File: config.mk
export PLATFORM = sky130hd
export DESIGN_NAME = unique_id_table_allocator_flat
export DESIGN_NICKNAME = d
export VERILOG_FILES = /design/src/hdl/uita_pkg.sv /design/src/hdl/uita_req_if.sv /design/src/hdl/uita_rsp_if.sv /design/src/hdl/unique_id_table_allocator.sv /design/src/hdl/uita_datapath.sv /design/src/hdl/uita_controller.sv /design/src/flat_wrapper.sv
export SDC_FILE = /design/constraint.sdc
export NUM_CORES = 1
export LEC_CHECK = 0
export BUFFER_PORTS_ARGS = -buffer_cell sky130_fd_sc_hd__clkbuf_2
export CORE_UTILIZATION = 50
export CTS_CLUSTER_DIAMETER = 150
export CTS_CLUSTER_SIZE = 16
export DETAILED_ROUTE_END_ITERATION = 6
export PLACE_DENSITY = 0.69
export SYNTH_ARGS = -nofsm -noshare
export SYNTH_HDL_FRONTEND = slang
export SYNTH_SLANG_ARGS = --single-unit
File: constraint.sdc
create_clock -name clock -period 3.9 [get_ports clock]
set_input_delay 0.39 -clock clock [delete_from_list [all_inputs] [get_ports clock]]
set_output_delay 0.39 -clock clock [all_outputs]
set_load 0.01 [all_outputs]
File: src/hdl/uita_pkg.sv
// Package for the unique ID table allocator.
// Holds the operation and status codes, the FSM state type and the command and status structs.
// No dependencies.
package uita_pkg;

   localparam int unsigned TableDepthDefault = 16;
   localparam logic [31:0] FirstIdReset      = 32'd100;

   // request operation codes
   localparam logic [1:0] FUNC_ADD   = 2'd0;
   localparam logic [1:0] FUNC_DEL   = 2'd1;
   localparam logic [1:0] FUNC_ALLOC = 2'd2;

   // response status codes
   localparam logic [1:0] ST_DONE    = 2'd0;
   localparam logic [1:0] ST_REFUSED = 2'd1;
   localparam logic [1:0] ST_FULL    = 2'd2;

   // response id source
   localparam logic [1:0] RID_IN   = 2'd0;
   localparam logic [1:0] RID_CAND = 2'd1;
   localparam logic [1:0] RID_ZERO = 2'd2;

   typedef enum logic [2:0] {
      S_CLEAR,
      S_IDLE,
      S_SCAN,
      S_DRAIN,
      S_DECIDE,
      S_RESP
   } state_type;

   typedef struct packed {
      logic       clear_step;
      logic       accept;
      logic       start_pass;
      logic       scan_step;
      logic       cand_inc;
      logic       write_new;
      logic       delete_hit;
      logic       set_result;
      logic [1:0] res_status;
      logic [1:0] res_id_sel;
      logic       load_rsp;
   } cmd_type;

   typedef struct packed {
      logic [1:0] func;
      logic       hit;
      logic       free_found;
      logic       scan_last;
      logic       out_free;
   } stat_type;

endpackage

File: src/hdl/uita_req_if.sv
// Request channel interface: valid/ready handshake with operation and identifier.
// No dependencies.
interface uita_req_if;
   logic        valid;
   logic        ready;
   logic [1:0]  func;
   logic [31:0] id_in;

   modport source (output valid, output func, output id_in, input ready);
   modport sink   (input valid, input func, input id_in, output ready);
endinterface

File: src/hdl/uita_rsp_if.sv
// Response channel interface: valid/ready handshake with status and identifier.
// No dependencies.
interface uita_rsp_if;
   logic        valid;
   logic        ready;
   logic [1:0]  status;
   logic [31:0] id_out;

   modport source (output valid, output status, output id_out, input ready);
   modport sink   (input valid, input status, input id_out, output ready);
endinterface

File: src/hdl/unique_id_table_allocator.sv
// Top level of the unique ID table allocator: controller plus datapath.
// Depends on uita_pkg, uita_req_if, uita_rsp_if, uita_controller, uita_datapath.
//
//   channel  | direction | handshake     | payload
//   req_if   | in        | valid / ready | func[1:0], id_in[31:0]
//   rsp_if   | out       | valid / ready | status[1:0], id_out[31:0]
//   csr_*    | in        | csr_we        | csr_wdata[31:0] -> first_id
//
// One transaction at a time. Add, delete and unused codes each make one full table scan
// (through the single memory read port). Allocate makes one full scan per candidate id,
// with from 1 to TABLE_DEPTH candidate ids scanned. After reset the table is cleared with
// req_if.ready low. A stalled response sits in the output register while the next
// request is taken; that request finishes once the register frees.
module unique_id_table_allocator
   import uita_pkg::*;
#(
   parameter int unsigned TABLE_DEPTH = TableDepthDefault
) (
   input  logic        clock,
   input  logic        reset,
   uita_req_if.sink    req_if,
   uita_rsp_if.source  rsp_if,
   input  logic        csr_we,
   input  logic [31:0] csr_wdata
);

   cmd_type  cmd;
   stat_type stat;

   uita_controller u_controller (
      .clock     (clock),
      .reset     (reset),
      .req_valid (req_if.valid),
      .req_ready (req_if.ready),
      .stat      (stat),
      .cmd       (cmd)
   );

   uita_datapath #(
      .TABLE_DEPTH (TABLE_DEPTH)
   ) u_datapath (
      .clock      (clock),
      .reset      (reset),
      .cmd        (cmd),
      .stat       (stat),
      .req_func   (req_if.func),
      .req_id_in  (req_if.id_in),
      .csr_we     (csr_we),
      .csr_wdata  (csr_wdata),
      .rsp_valid  (rsp_if.valid),
      .rsp_ready  (rsp_if.ready),
      .rsp_status (rsp_if.status),
      .rsp_id_out (rsp_if.id_out)
   );

endmodule

File: src/hdl/uita_datapath.sv
// Datapath: ID table memory, scan counter, match/free tracking, candidate and response registers.
// Depends on uita_pkg.
module uita_datapath
   import uita_pkg::*;
#(
   parameter int unsigned TABLE_DEPTH = TableDepthDefault
) (
   input  logic        clock,
   input  logic        reset,
   input  cmd_type     cmd,
   output stat_type    stat,
   input  logic [1:0]  req_func,
   input  logic [31:0] req_id_in,
   input  logic        csr_we,
   input  logic [31:0] csr_wdata,
   output logic        rsp_valid,
   input  logic        rsp_ready,
   output logic [1:0]  rsp_status,
   output logic [31:0] rsp_id_out
);

   localparam int unsigned AW = (TABLE_DEPTH > 1) ? $clog2(TABLE_DEPTH) : 1;

   // entry: {valid, id}
   logic [32:0]   mem [TABLE_DEPTH];
   logic [32:0]   mem_q_ff;

   logic [31:0]   first_id_ff;
   logic [1:0]    func_ff;
   logic [31:0]   id_ff;
   logic [31:0]   cand_ff;
   logic [AW-1:0] cnt_ff;
   logic          cmp_vld_ff;
   logic [AW-1:0] cmp_addr_ff;
   logic          hit_ff;
   logic [AW-1:0] hit_slot_ff;
   logic          free_ff;
   logic [AW-1:0] free_slot_ff;
   logic [1:0]    res_status_ff;
   logic [31:0]   res_id_ff;
   logic          rsp_valid_ff;
   logic [1:0]    rsp_status_ff;
   logic [31:0]   rsp_id_ff;

   logic [31:0]   key;
   logic          match;
   logic          empty;
   logic          mem_we;
   logic [AW-1:0] mem_waddr;
   logic [32:0]   mem_wdata;
   logic [AW-1:0] cnt_in;
   logic [31:0]   res_id_in;

   assign key   = (func_ff == FUNC_ALLOC) ? cand_ff : id_ff;
   assign match = cmp_vld_ff && mem_q_ff[32] && (mem_q_ff[31:0] == key);
   assign empty = cmp_vld_ff && !mem_q_ff[32];
   assign cnt_in = cnt_ff + 1'b1;

   always_comb begin
      mem_we    = 1'b0;
      mem_waddr = cnt_ff;
      mem_wdata = 33'd0;
      if (cmd.clear_step) begin
         mem_we = 1'b1;
      end else if (cmd.write_new) begin
         mem_we    = 1'b1;
         mem_waddr = free_slot_ff;
         mem_wdata = {1'b1, key};
      end else if (cmd.delete_hit) begin
         mem_we    = 1'b1;
         mem_waddr = hit_slot_ff;
         mem_wdata = {1'b0, id_ff};
      end
   end

   always_ff @(posedge clock) begin
      if (mem_we) begin
         mem[mem_waddr] <= mem_wdata;
      end
      if (cmd.scan_step) begin
         mem_q_ff <= mem[cnt_ff];
      end
   end

   always_comb begin
      unique case (cmd.res_id_sel)
         RID_CAND: res_id_in = cand_ff;
         RID_ZERO: res_id_in = 32'd0;
         default:  res_id_in = id_ff;
      endcase
   end

   // control registers
   always_ff @(posedge clock) begin
      if (reset) begin
         first_id_ff  <= FirstIdReset;
         cnt_ff       <= '0;
         cmp_vld_ff   <= 1'b0;
         hit_ff       <= 1'b0;
         free_ff      <= 1'b0;
         rsp_valid_ff <= 1'b0;
      end else begin
         if (csr_we) begin
            first_id_ff <= csr_wdata;
         end
         cmp_vld_ff <= cmd.scan_step;
         if (cmd.start_pass) begin
            cnt_ff  <= '0;
            hit_ff  <= 1'b0;
            free_ff <= 1'b0;
         end else begin
            if (cmd.clear_step || cmd.scan_step) begin
               cnt_ff <= cnt_in;
            end
            if (match) begin
               hit_ff <= 1'b1;
            end
            if (empty) begin
               free_ff <= 1'b1;
            end
         end
         if (cmd.load_rsp) begin
            rsp_valid_ff <= 1'b1;
         end else if (rsp_ready) begin
            rsp_valid_ff <= 1'b0;
         end
      end
   end

   // payload registers
   always_ff @(posedge clock) begin
      if (cmd.accept) begin
         func_ff <= req_func;
         id_ff   <= req_id_in;
         cand_ff <= first_id_ff;
      end else if (cmd.cand_inc) begin
         cand_ff <= cand_ff + 32'd1;
      end
      cmp_addr_ff <= cnt_ff;
      if (match && !hit_ff) begin
         hit_slot_ff <= cmp_addr_ff;
      end
      if (empty && !free_ff) begin
         free_slot_ff <= cmp_addr_ff;
      end
      if (cmd.set_result) begin
         res_status_ff <= cmd.res_status;
         res_id_ff     <= res_id_in;
      end
      if (cmd.load_rsp) begin
         rsp_status_ff <= res_status_ff;
         rsp_id_ff     <= res_id_ff;
      end
   end

   assign stat.func       = func_ff;
   assign stat.hit        = hit_ff;
   assign stat.free_found = free_ff;
   assign stat.scan_last  = (cnt_ff == AW'(TABLE_DEPTH - 1));
   assign stat.out_free   = !rsp_valid_ff || rsp_ready;

   assign rsp_valid  = rsp_valid_ff;
   assign rsp_status = rsp_status_ff;
   assign rsp_id_out = rsp_id_ff;

endmodule

File: src/hdl/uita_controller.sv
// Controller FSM: table clear after reset, scan passes, operation decision and response hand-off.
// Depends on uita_pkg.
module uita_controller
   import uita_pkg::*;
(
   input  logic     clock,
   input  logic     reset,
   input  logic     req_valid,
   output logic     req_ready,
   input  stat_type stat,
   output cmd_type  cmd
);

   state_type state_ff;
   state_type state_in;

   always_ff @(posedge clock) begin
      if (reset) begin
         state_ff <= S_CLEAR;
      end else begin
         state_ff <= state_in;
      end
   end

   always_comb begin
      state_in  = state_ff;
      cmd       = '0;
      req_ready = 1'b0;
      unique case (state_ff)
         S_CLEAR: begin
            cmd.clear_step = 1'b1;
            if (stat.scan_last) begin
               state_in = S_IDLE;
            end
         end
         S_IDLE: begin
            req_ready = 1'b1;
            if (req_valid) begin
               cmd.accept     = 1'b1;
               cmd.start_pass = 1'b1;
               state_in       = S_SCAN;
            end
         end
         S_SCAN: begin
            cmd.scan_step = 1'b1;
            if (stat.scan_last) begin
               state_in = S_DRAIN;
            end
         end
         S_DRAIN: begin
            state_in = S_DECIDE;
         end
         S_DECIDE: begin
            cmd.set_result = 1'b1;
            cmd.res_id_sel = RID_IN;
            cmd.res_status = ST_REFUSED;
            state_in       = S_RESP;
            unique case (stat.func)
               FUNC_ADD: begin
                  if (stat.hit) begin
                     cmd.res_status = ST_REFUSED;
                  end else if (!stat.free_found) begin
                     cmd.res_status = ST_FULL;
                  end else begin
                     cmd.write_new  = 1'b1;
                     cmd.res_status = ST_DONE;
                  end
               end
               FUNC_DEL: begin
                  if (stat.hit) begin
                     cmd.delete_hit = 1'b1;
                     cmd.res_status = ST_DONE;
                  end
               end
               FUNC_ALLOC: begin
                  if (!stat.free_found) begin
                     cmd.res_status = ST_FULL;
                     cmd.res_id_sel = RID_ZERO;
                  end else if (stat.hit) begin
                     // candidate taken, try the next one
                     cmd.set_result = 1'b0;
                     cmd.cand_inc   = 1'b1;
                     cmd.start_pass = 1'b1;
                     state_in       = S_SCAN;
                  end else begin
                     cmd.write_new  = 1'b1;
                     cmd.res_status = ST_DONE;
                     cmd.res_id_sel = RID_CAND;
                  end
               end
               default: begin
                  cmd.res_status = ST_REFUSED;
               end
            endcase
         end
         S_RESP: begin
            if (stat.out_free) begin
               cmd.load_rsp = 1'b1;
               state_in     = S_IDLE;
            end
         end
         default: begin
            state_in = S_IDLE;
         end
      endcase
   end

endmodule

File: src/flat_wrapper.sv
// flat-port wrapper written by rule: the top's interface ports become plain ports
module unique_id_table_allocator_flat import uita_pkg::*;
#(
   parameter int unsigned TABLE_DEPTH = TableDepthDefault
)
  (clock, reset, csr_we, csr_wdata, req_if_valid, req_if_func, req_if_id_in, req_if_ready, rsp_if_valid, rsp_if_status, rsp_if_id_out, rsp_if_ready);
  uita_req_if req_if_i ();
  uita_rsp_if rsp_if_i ();
  input  logic clock;
  input  logic reset;
  input  logic csr_we;
  input  logic [31:0] csr_wdata;
  input wire logic [$bits(req_if_i.valid)-1:0] req_if_valid;
  input wire logic [$bits(req_if_i.func)-1:0] req_if_func;
  input wire logic [$bits(req_if_i.id_in)-1:0] req_if_id_in;
  output wire logic [$bits(req_if_i.ready)-1:0] req_if_ready;
  output wire logic [$bits(rsp_if_i.valid)-1:0] rsp_if_valid;
  output wire logic [$bits(rsp_if_i.status)-1:0] rsp_if_status;
  output wire logic [$bits(rsp_if_i.id_out)-1:0] rsp_if_id_out;
  input wire logic [$bits(rsp_if_i.ready)-1:0] rsp_if_ready;
  assign req_if_i.valid = req_if_valid;
  assign req_if_i.func = req_if_func;
  assign req_if_i.id_in = req_if_id_in;
  assign req_if_ready = req_if_i.ready;
  assign rsp_if_valid = rsp_if_i.valid;
  assign rsp_if_status = rsp_if_i.status;
  assign rsp_if_id_out = rsp_if_i.id_out;
  assign rsp_if_i.ready = rsp_if_ready;
  unique_id_table_allocator #(.TABLE_DEPTH(TABLE_DEPTH)) u_core (.clock(clock), .reset(reset), .req_if(req_if_i), .rsp_if(rsp_if_i), .csr_we(csr_we), .csr_wdata(csr_wdata));
endmodule
# Yosys cells after proc, flatten, opt, wreduce, memory -nomap -nowiden

Memory sizes are Yosys's and may differ from the RTL's. A register that Yosys moved wholly into a read port is not among the register bits.
Index checks and enable logic that the tools add are counted.

Bits in latches: 0
Output and inout bits: 36
Memories kept: 1
RAM bits: 528
Logic and storage cells: 105
Register bits: 189
ROM bits: 0
Input bits: 71

Reductions and logical operators: 17
Multipliers: 0
Bitwise logic cells: 0
Add/subtract/negate cells: 2
Multiplexer cells: 53
Div/mod/pow operators: 0
Order comparisons: 0
Equal/unequal tests: 15
Shift operators: 0

Memories:

| memory                | words | width | read ports | clocked after Yosys merged registers in | write ports | line                | text |
|---|---|---|---|---|---|---|---|
| u_core.u_datapath.mem | 16    | 33    | 1          | 1                                       | 1           | uita_datapath.sv:25 | `logic [32:0] mem [TABLE_DEPTH];` |

Operators with widths:

| kind                    | count |
|---|---|
| $mux W32                | 4 |
| $mux W33                | 2 |
| $pmux W32 S2            | 1 |
| $add A32 B1 Y32 const B | 1 |
| $eq A32 B32 Y1          | 1 |
| $mux W1                 | 24 |
| $mux W3                 | 8 |
| $pmux W3 S6             | 1 |
| $mux W4                 | 4 |
| $mux W2                 | 5 |
| $mux W8                 | 1 |
| $eq A3 B2 Y1 const B    | 2 |
| $eq A3 B3 Y1 const B    | 2 |
| $ne A2 B1 Y1 const B    | 3 |
| $pmux W2 S3             | 1 |
| $logic_and A1 B1 Y1     | 5 |
| $add A4 B1 Y4 const B   | 1 |
| $eq A2 B1 Y1 const B    | 2 |
| $eq A2 B2 Y1 const B    | 2 |
| $eq A4 B4 Y1 const B    | 1 |
| $logic_not A1 Y1        | 4 |
| $pmux W1 S2             | 2 |
| $reduce_and A4 Y1       | 1 |
| $reduce_bool A2 Y1      | 2 |
| 6 further kinds         | 7 |

# Longest topological paths before layout

Gate-level depths: netlist of the first run.

Depth after elaboration: 9
Mapped depth: 12
Mapped depth without buffers: 8

# By module

A second synthesis of the first run with hierarchy kept.

Cells, all modules: 1623
Area total of the unflattened synthesis: 29919.9 sq um

By module, submodules not included:

| module          | cells an instance | sequential area each (sq um) | area an instance (sq um) | instances |
|---|---|---|---|---|
| uita_datapath   | 1581              | 21991.1                      | 29577.1                  | 1 |
| uita_controller | 42                | 60.1                         | 342.8                    | 1 |

# Worst setup path before layout of the first run

No wires, ideal clock.

Path kind: register to register
From: register u_core.u_controller.state_ff[2]
To: memory u_core.u_datapath.mem[8][0] (enable)
Clock period less this slack: 3.927 ns
Cell stages (with the launch flop): 10
Buffers on the path: 3
Slack: -0.027 ns
Setup time: 0.423 ns
Required time: 3.477 ns
Arrival: 3.504 ns
Cells stage by stage: dfxtp_1 -> buf_4 -> or3b_1 -> buf_2 -> or4b_1 -> buf_6 -> o22ai_4 -> a21oi_2 -> or3_4 -> nor2_1

Word-level cells in the longest chain between the ends: 7

RTL lines:

| item                          | line                  | text |
|---|---|---|
| start: declaration            | uita_controller.sv:14 | `state_type state_ff;` |
| start signal: assignment      | uita_controller.sv:21 | `state_ff <= state_in;` |
| $eq A3 B3 Y1                  | uita_controller.sv:29 | `unique case (state_ff)` |
| $mux W8                       | uita_controller.sv:29 |  |
| $mux W1                       | uita_datapath.sv:69   | `end else if (cmd.delete_hit) begin` |
| $mux W1                       | uita_datapath.sv:65   | `end else if (cmd.write_new) begin` |
| $mux W1                       | uita_datapath.sv:63   | `if (cmd.clear_step) begin` |
| $mux W1                       | uita_datapath.sv:77   | `if (mem_we) begin` |
| $mux W1 (implied by the code) | uita_datapath.sv:78   | `mem[mem_waddr] <= mem_wdata;` |
| end: declaration              | uita_datapath.sv:25   |  |

Parallel ways exist; a longest one is shown, timed or not.

# Worst setup path in the final report of the first run

From: register u_core.u_datapath.func_ff[0]
To: register u_core.u_datapath.hit_slot_ff[0] (enable)

Word-level cells in the longest chain between the ends: 5

RTL lines:

| item                     | line                 | text |
|---|---|---|
| start: declaration       | uita_datapath.sv:29  | `logic [1:0] func_ff;` |
| start signal: assignment | uita_datapath.sv:133 | `func_ff <= req_func;` |
| $eq A2 B2 Y1             | uita_datapath.sv:54  | `assign key = (func_ff == FUNC_ALLOC) ? cand_ff : id_ff;` |
| $mux W32                 | uita_datapath.sv:54  |  |
| $eq A32 B32 Y1           | uita_datapath.sv:55  | `assign match = cmp_vld_ff && mem_q_ff[32] && (mem_q_ff[31:0] == key);` |
| $logic_and A1 B1 Y1      | uita_datapath.sv:55  |  |
| $logic_and A1 B1 Y1      | uita_datapath.sv:140 | `if (match && !hit_ff) begin` |
| end signal: assignment   | uita_datapath.sv:141 | `hit_slot_ff <= cmp_addr_ff;` |
| end: declaration         | uita_datapath.sv:36  | `logic [AW-1:0] hit_slot_ff;` |

No other way between the ends.
A chain may end at the register's enable or synchronous reset.

==> summary.txt, run 1 <==
Clock transition at path regs -> 0.08 ns
Worst setup EP type -> register
CTS Root Cell -> clkbuf_16
DP Area -> 31400 um2
Max Cap Violations -> 0
Antenna viol nets, final -> 0
Netlist Area Pre-Place -> 29600 um2
Rel. slew slack -> 26.7%
Yosys reg bits -> 750
Inserted Clock Buffers -> 52
IO Port Bufs -> 106
Minimum clock period -> 3.94 ns
Setup violators final -> 4
R2R Setup Slk -> -0.04 ns
Sequential fraction of the synthesis area -> 74.6%
FFs w/ async S/R, synth -> 0%
Iter 0 DRT Violations -> 1398
Top post-synthesis cells by count -> edfxtp_1 (703), mux4_2 (165), nand2_1 (122), nor2_1 (74), o21ai_0 (68)
Vias in the first global route -> 15600
Die width -> 245 um
Area delta synth->final -> 12.5%
Buf/Inv on CP -> 1
DR pass1 iterations -> 5
Area leader, netlist -> edfxtp_1
Actual slew at the worst max-slew pin -> 1.10 ns
Power Density -> 514 nW/um2
Initial antenna violation count -> 2
HP Class -> in2reg
Core area -> 58000 um2
HPWL after DPL -> 42400 um
Largest net degree at the start of global routing -> 103
Total Die Area -> 60100 um2
Number of synthesized flops with an enable pin -> 703
GRT busiest layer -> met2
Worst setup path endpoint -> u_core.u_datapath.hit_slot_ff[0]$_DFFE_PP_
Stages on worst setup path -> 8
Critical path data required time -> 4.15 ns
Initial core utilization -> 51.0%
Instance count of the mapped netlist -> 1584
RSZ-0062 raised after global routing -> no
Wirelength, routed -> 67500 um
GRT Util Overall -> 22.9%
Syn nets -> 1658
Worst skew pair latency -> 0.61 ns
Post-CTS Setup Bufs -> 0
Most numerous cell in the Yosys netlist -> edfxtp_1
Final worst slack -> -0.0355 ns
Synth cell types -> 62
CTS H-tree lvls -> 2
Cell Chain, Critical Path -> nand2b_1 -> buf_4 -> nor4_1 -> a221oi_1 -> or4_1 -> nor4_1 -> o2111ai_1 -> nor2_1
Most used DFF post-synth -> edfxtp_1
Clk buf depth -> 3
Routed len/inst -> 26.7 um
Fin cells -> 2530
Fill cell count -> 4248
Final core utilization -> 57.3%
Met3 Track Usage GR -> 2.95%
Met2 Use GR -> 37.4%
Overflow after GRT -> 0
Worst setup path start -> u_core.u_datapath.func_ff[0]$_DFFE_PP_
CP max-delay cell -> nor4_1
Ports -> 107
FF-to-FF End -> u_core.u_datapath.hit_slot_ff[0]$_DFFE_PP_
# DRC -> 0
Final GP Congestion -> 0.921
# placed instances -> 2413
Met1 Use GR -> 32.1%
Failing checks -> setup timing
Global-route wire length before repair -> 101000 um
Reg2reg path depth -> 8
FMAX -> 0.254 GHz
Worst Setup Start Kind -> register
Clk sink count -> 750
Setup TNS -> -0.142 ns
R2r startpoint -> u_core.u_datapath.func_ff[0]$_DFFE_PP_
Fin crit share -> 101%
Max Slew Vio Count -> 0
# rows -> 88
CTS tree -> done
Top delay family on crit path -> simple AND/OR/NAND/NOR gates
Critical Path Most Common Cell -> nor4_1
Fin Clk Skew -> 0.0235 ns
Max FO, Critical Path -> 10
Share of the synthesized area in the top cell type -> 71.4%
Chip height -> 245 um
Ys Warns -> 0
Via Count -> 15200
Leak pwr -> 10.7 nW
Final Hold Fails -> 0
Layout Nets -> 1817
VDD IR max -> 0.000347 V
Layout cells sized above 1 -> 23.4%
Post-layout instance area -> 33300 um2
Crit path DAT -> 4.19 ns
Setup CP Type -> reg2reg
Synth Area per Inst -> 18.7 um2
Worst stage delay on the critical path -> 0.58 ns
Via density -> 6.01
Status -> finished, violations left
Top post-synthesis cells by area -> edfxtp_1 (71%), mux4_2 (13%), dfxtp_1 (3.2%)
==> power by group <==
part / switching (mW) / internal [mW]
sequential: 0.251 / 9.36
clock: 2.54 / 2.51
combinational: 1.28 / 1.14
total: 4.07 / 13.0
==> final cells by class <==
cell class	count	area [um2]	area share [%]
repair buffers	195	1500	4.51
clock inverters	2	20.0	0.0602
multi-input cells	715	7190	21.6
diodes	1	2.50	0.00752
inverters	29	109	0.327
flip-flops and latches	750	22100	66.3
well taps	765	957	2.88
clock buffers	73	1420	4.28
==> layer usage <==
layer	wire length [um]	part of all wire, %	up-vias
li1	-	-	6595
met3	4090	6.1	99
met4	2000	3.0	0
met1	28400	42	7953
met5	0	0	-
met2	33000	49	567
==> per-stage QoR <==
stage / hold WS [ns] / worst slack [ns] / power (mW)
6_report: 0.0232 / -0.0355 / 17.1
5_1_grt: 0.0193 / 0.0243 / 17.6
4_1_cts: 0.000138 / 0.0479 / 17.2
3_5_place_dp: 0.405 / 0.0793 / 12.2
3_3_place_gp: 0.403 / 0.0330 / 12.1
2_1_floorplan: 0.326 / -0.0274 / 11.3
==> sequential cells by signal, summed over array words and instances, names as in the netlist <==
name                             flops
u_core.u_datapath.cand_ff           32
u_core.u_datapath.rsp_status         2
u_core.u_datapath.cnt_ff             4
u_core.u_datapath.cmp_vld_ff         1
u_core.u_datapath.rsp_id_out        32
u_core.u_datapath.func_ff            2
u_core.u_datapath.res_status_ff      2
u_core.u_datapath.mem_q_ff          33
u_core.u_controller.state_ff         3
u_core.u_datapath.mem              528
u_core.u_datapath.first_id_ff       32
u_core.u_datapath.free_ff            1
u_core.u_datapath.hit_ff             1
u_core.u_datapath.free_slot_ff       4
u_core.u_datapath.cmp_addr_ff        4
u_core.u_datapath.res_id_ff         32
u_core.u_datapath.hit_slot_ff        4
u_core.u_datapath.id_ff             32
u_core.u_datapath.rsp_valid          1
==> kinds of logic after synthesis <==
| kind of cell | synth area share, % |
|---|---|
| multiplexers | 13.8 |
| AND/OR/NAND/NOR | 4.49 |
| AO/OA/AOI/OAI | 3.75 |
| buffers and inverters | 1.61 |
| adder cells (fa/ha/maj) | 0.127 |
| flip-flops | 74.6 |
| XOR/XNOR | 1.66 |
==> cells in the final DEF, fill, tap and decap left out, types with 19 or more instances in the layout <==
cell	Yosys	layout
a22o_1	32	32
buf_4	1	32
clkbuf_1	59	19
clkbuf_16	0	54
clkbuf_2	0	106
dfxtp_1	47	43
dlygate4sd3_1	0	41
edfxtp_1	703	703
inv_1	29	28
mux2i_1	35	35
mux4_2	165	165
nand2_1	122	122
nand3_1	19	19
nor2_1	74	58
o21ai_0	68	67
xnor2_1	31	31
xor2_1	25	25
==> worst register-to-register path, delay by kind of cell, from the launching register on <==
| family | cells | cell delay (ns) |
|---|---|---|
| AOI/OAI and AO/OA | 2 | 0.70 |
| buffers and inverters | 1 | 0.21 |
| and+or+nand+nor | 5 | 2.19 |
| DFF | 1 | 0.49 |
==> worst min-delay path by stage <==
stage / slack [ns] / to / start / cells after the start
finish: 0.02 / u_core.u_datapath.first_id_ff[15]$_SDFFE_PP0P_ / csr_wdata[15] / 3
global route: 0.02 / u_core.u_datapath.first_id_ff[2]$_SDFFE_PP1P_ / csr_wdata[2] / 2
CTS: 0.0001 / u_core.u_datapath.first_id_ff[8]$_SDFFE_PP0P_ / csr_wdata[8] / 3
detailed placement: 0.41 / u_core.u_datapath.rsp_id_out[0]$_DFFE_PP_ / u_core.u_datapath.res_id_ff[0]$_DFFE_PP_ / 0
global placement: 0.40 / u_core.u_datapath.rsp_id_out[16]$_DFFE_PP_ / u_core.u_datapath.res_id_ff[16]$_DFFE_PP_ / 0
floorplan: 0.33 / u_core.u_datapath.cmp_addr_ff[3]$_DFF_P_ / u_core.u_datapath.cnt_ff[3]$_SDFFE_PP0P_ / 0
==> repair_timing <==
item / CTS / global route
hold buffers: 41 / 0
endpoints found under the hold margin: 41 / 0
resized for setup: 0 / 0
(Power assumes the default switching activity.)
==> run 2: changes to the inputs <==
- CORE_UTILIZATION: 50 -> 55
- PLACE_DENSITY: 0.69 -> 0.75
==> summary.txt, run 2 (same netlist as run 1, synthesis figures left out) <==
Worst setup path endpoint -> u_core.u_datapath.mem[4][11]$_DFFE_PP_
Status -> finished, violations left
CP max-delay cell -> nor2_4
Post-CTS Setup Bufs -> 0
Setup CP Type -> reg2reg
CTS H-tree lvls -> 2
Initial antenna violation count -> 0
# DRC -> 19
VDD IR max -> 0.000328 V
Worst stage delay on the critical path -> 0.94 ns
DP Area -> 31300 um2
Setup TNS -> 0 ns
# placed instances -> 2335
Fin cells -> 2455
IO Port Bufs -> 106
Max Slew Vio Count -> 0
Actual slew at the worst max-slew pin -> 1.20 ns
Count of hold buffers inserted by post-cts repair -> 44
Rel. slew slack -> 19.7%
HPWL after DPL -> 42900 um
Minimum clock period -> 3.37 ns
Layout Nets -> 1819
CTS Root Cell -> clkbuf_16
DR pass1 iterations -> 7
Ant. Diodes -> 0
Fin crit share -> 86.5%
Final core utilization -> 62.8%
Core area -> 52900 um2
Antenna viol nets, final -> 0
FMAX -> 0.296 GHz
Largest net degree at the start of global routing -> 95
Top Registers -> u_core.u_datapath.mem (528), u_core.u_datapath.mem_q_ff (33)
Worst skew pair latency -> 0.61 ns
R2r startpoint -> u_core.u_controller.state_ff[1]$_SDFFE_PP0P_
Top reg by flops -> u_core.u_datapath.mem
Cell Chain, Critical Path -> or3b_1 -> or4b_1 -> nand2_2 -> a31oi_1 -> nor2_1 -> o21ai_1 -> nor2_4
Layout cells sized above 1 -> 23.3%
Overflow after GRT -> 0
Chip height -> 234 um
Ports -> 107
# rows -> 84
Setup violators final -> 0
Commonest cells after routing, fill and taps aside -> edfxtp_1 (703), mux4_2 (165), nand2_1 (122), clkbuf_2 (106), o21ai_0 (67)
Via Count -> 15300
GRT Util Overall -> 24.8%
Vias in the first global route -> 15100
Worst Setup Start Kind -> register
Max Cap Violations -> 0
Final worst slack -> 0.527 ns
Max FO, Critical Path -> 33
Power Density -> 515 nW/um2
Die width -> 234 um
CTS tree -> done
HP Class -> in2reg
Clock transition at path regs -> 0.07 ns
Post-layout instance area -> 33200 um2
Initial core utilization -> 55.9%
WHS -> 0.0307 ns
Critical path data required time -> 4.12 ns
Area delta synth->final -> 12.3%
Commonest non-fill, non-tap cell in the layout -> edfxtp_1
Iter 0 DRT Violations -> 2050
CTS resizes -> 0
Leak pwr -> 10.7 nW
RSZ-0062 raised after global routing -> no
Via density -> 6.22
Routed len/inst -> 27.1 um
Inserted Clock Buffers -> 52
FF-to-FF End -> u_core.u_datapath.mem[4][11]$_DFFE_PP_
Clk buf depth -> 3
Total power -> 17.1 mW
Failing checks -> DRC
Final GP Congestion -> 0.989
Final Hold Fails -> 0
Wirelength, routed -> 66500 um
Reg2reg path depth -> 7
Worst setup path start -> u_core.u_controller.state_ff[1]$_SDFFE_PP0P_
Worst setup EP type -> register
Fin Clk Skew -> 0.0200 ns
Max reg flops -> 528
Clk sink count -> 750
Global-route wire length before repair -> 97900 um
Place WS -> 0.538 ns
R2R Setup Slk -> 0.53 ns
Crit path DAT -> 3.59 ns
Total Die Area -> 54700 um2
run 2: cell type report:
class | count | area (um2)
clock inverter | 2 | 20.0
tap | 688 | 861
fill | 3586 | 19700
multi-input combinational | 715 | 7190
clock buffer | 74 | 1430
timing repair buffer | 197 | 1540
sequential | 750 | 22100
inverter | 29 | 109
run 2: how the worst min path moves through the flow:
stage / startpoint / to / slack [ns] / cells past startpoint
final: csr_wdata[11] / u_core.u_datapath.first_id_ff[11]$_SDFFE_PP0P_ / 0.03 / 3
after global routing: csr_wdata[14] / u_core.u_datapath.first_id_ff[14]$_SDFFE_PP0P_ / 0.02 / 3
after CTS: csr_wdata[28] / u_core.u_datapath.first_id_ff[28]$_SDFFE_PP0P_ / 0.001 / 3
after detailed placement: u_core.u_datapath.res_id_ff[12]$_DFFE_PP_ / u_core.u_datapath.rsp_id_out[12]$_DFFE_PP_ / 0.40 / 0
after global placement: u_core.u_datapath.res_id_ff[24]$_DFFE_PP_ / u_core.u_datapath.rsp_id_out[24]$_DFFE_PP_ / 0.40 / 0
after floorplan: u_core.u_datapath.cnt_ff[3]$_SDFFE_PP0P_ / u_core.u_datapath.cmp_addr_ff[3]$_DFF_P_ / 0.33 / 0
run 2: routing by layer:
metal	global-route usage (%)	vias up	routed length (um)
li1	-	6605	-
met3	3.60	97	5030
met4	6.66	0	1710
met1	36.9	7918	28300
met2	38.9	650	31500
met5	0	-	0
run 2: critical path: cells and delay by family, from the launching register on:
family / cells / cell delay (ns)
and+or+nand+nor: 5 / 2.27
DFF: 1 / 0.38
AOI/OAI and AO/OA: 2 / 0.27
run 2: where the power goes:
part,total [mW],internal [mW],switching [mW]
Sequential,9.66,9.36,0.295
Combinational,2.41,1.17,1.25
Clock,5.04,2.52,2.52
Total,17.1,13.0,4.06
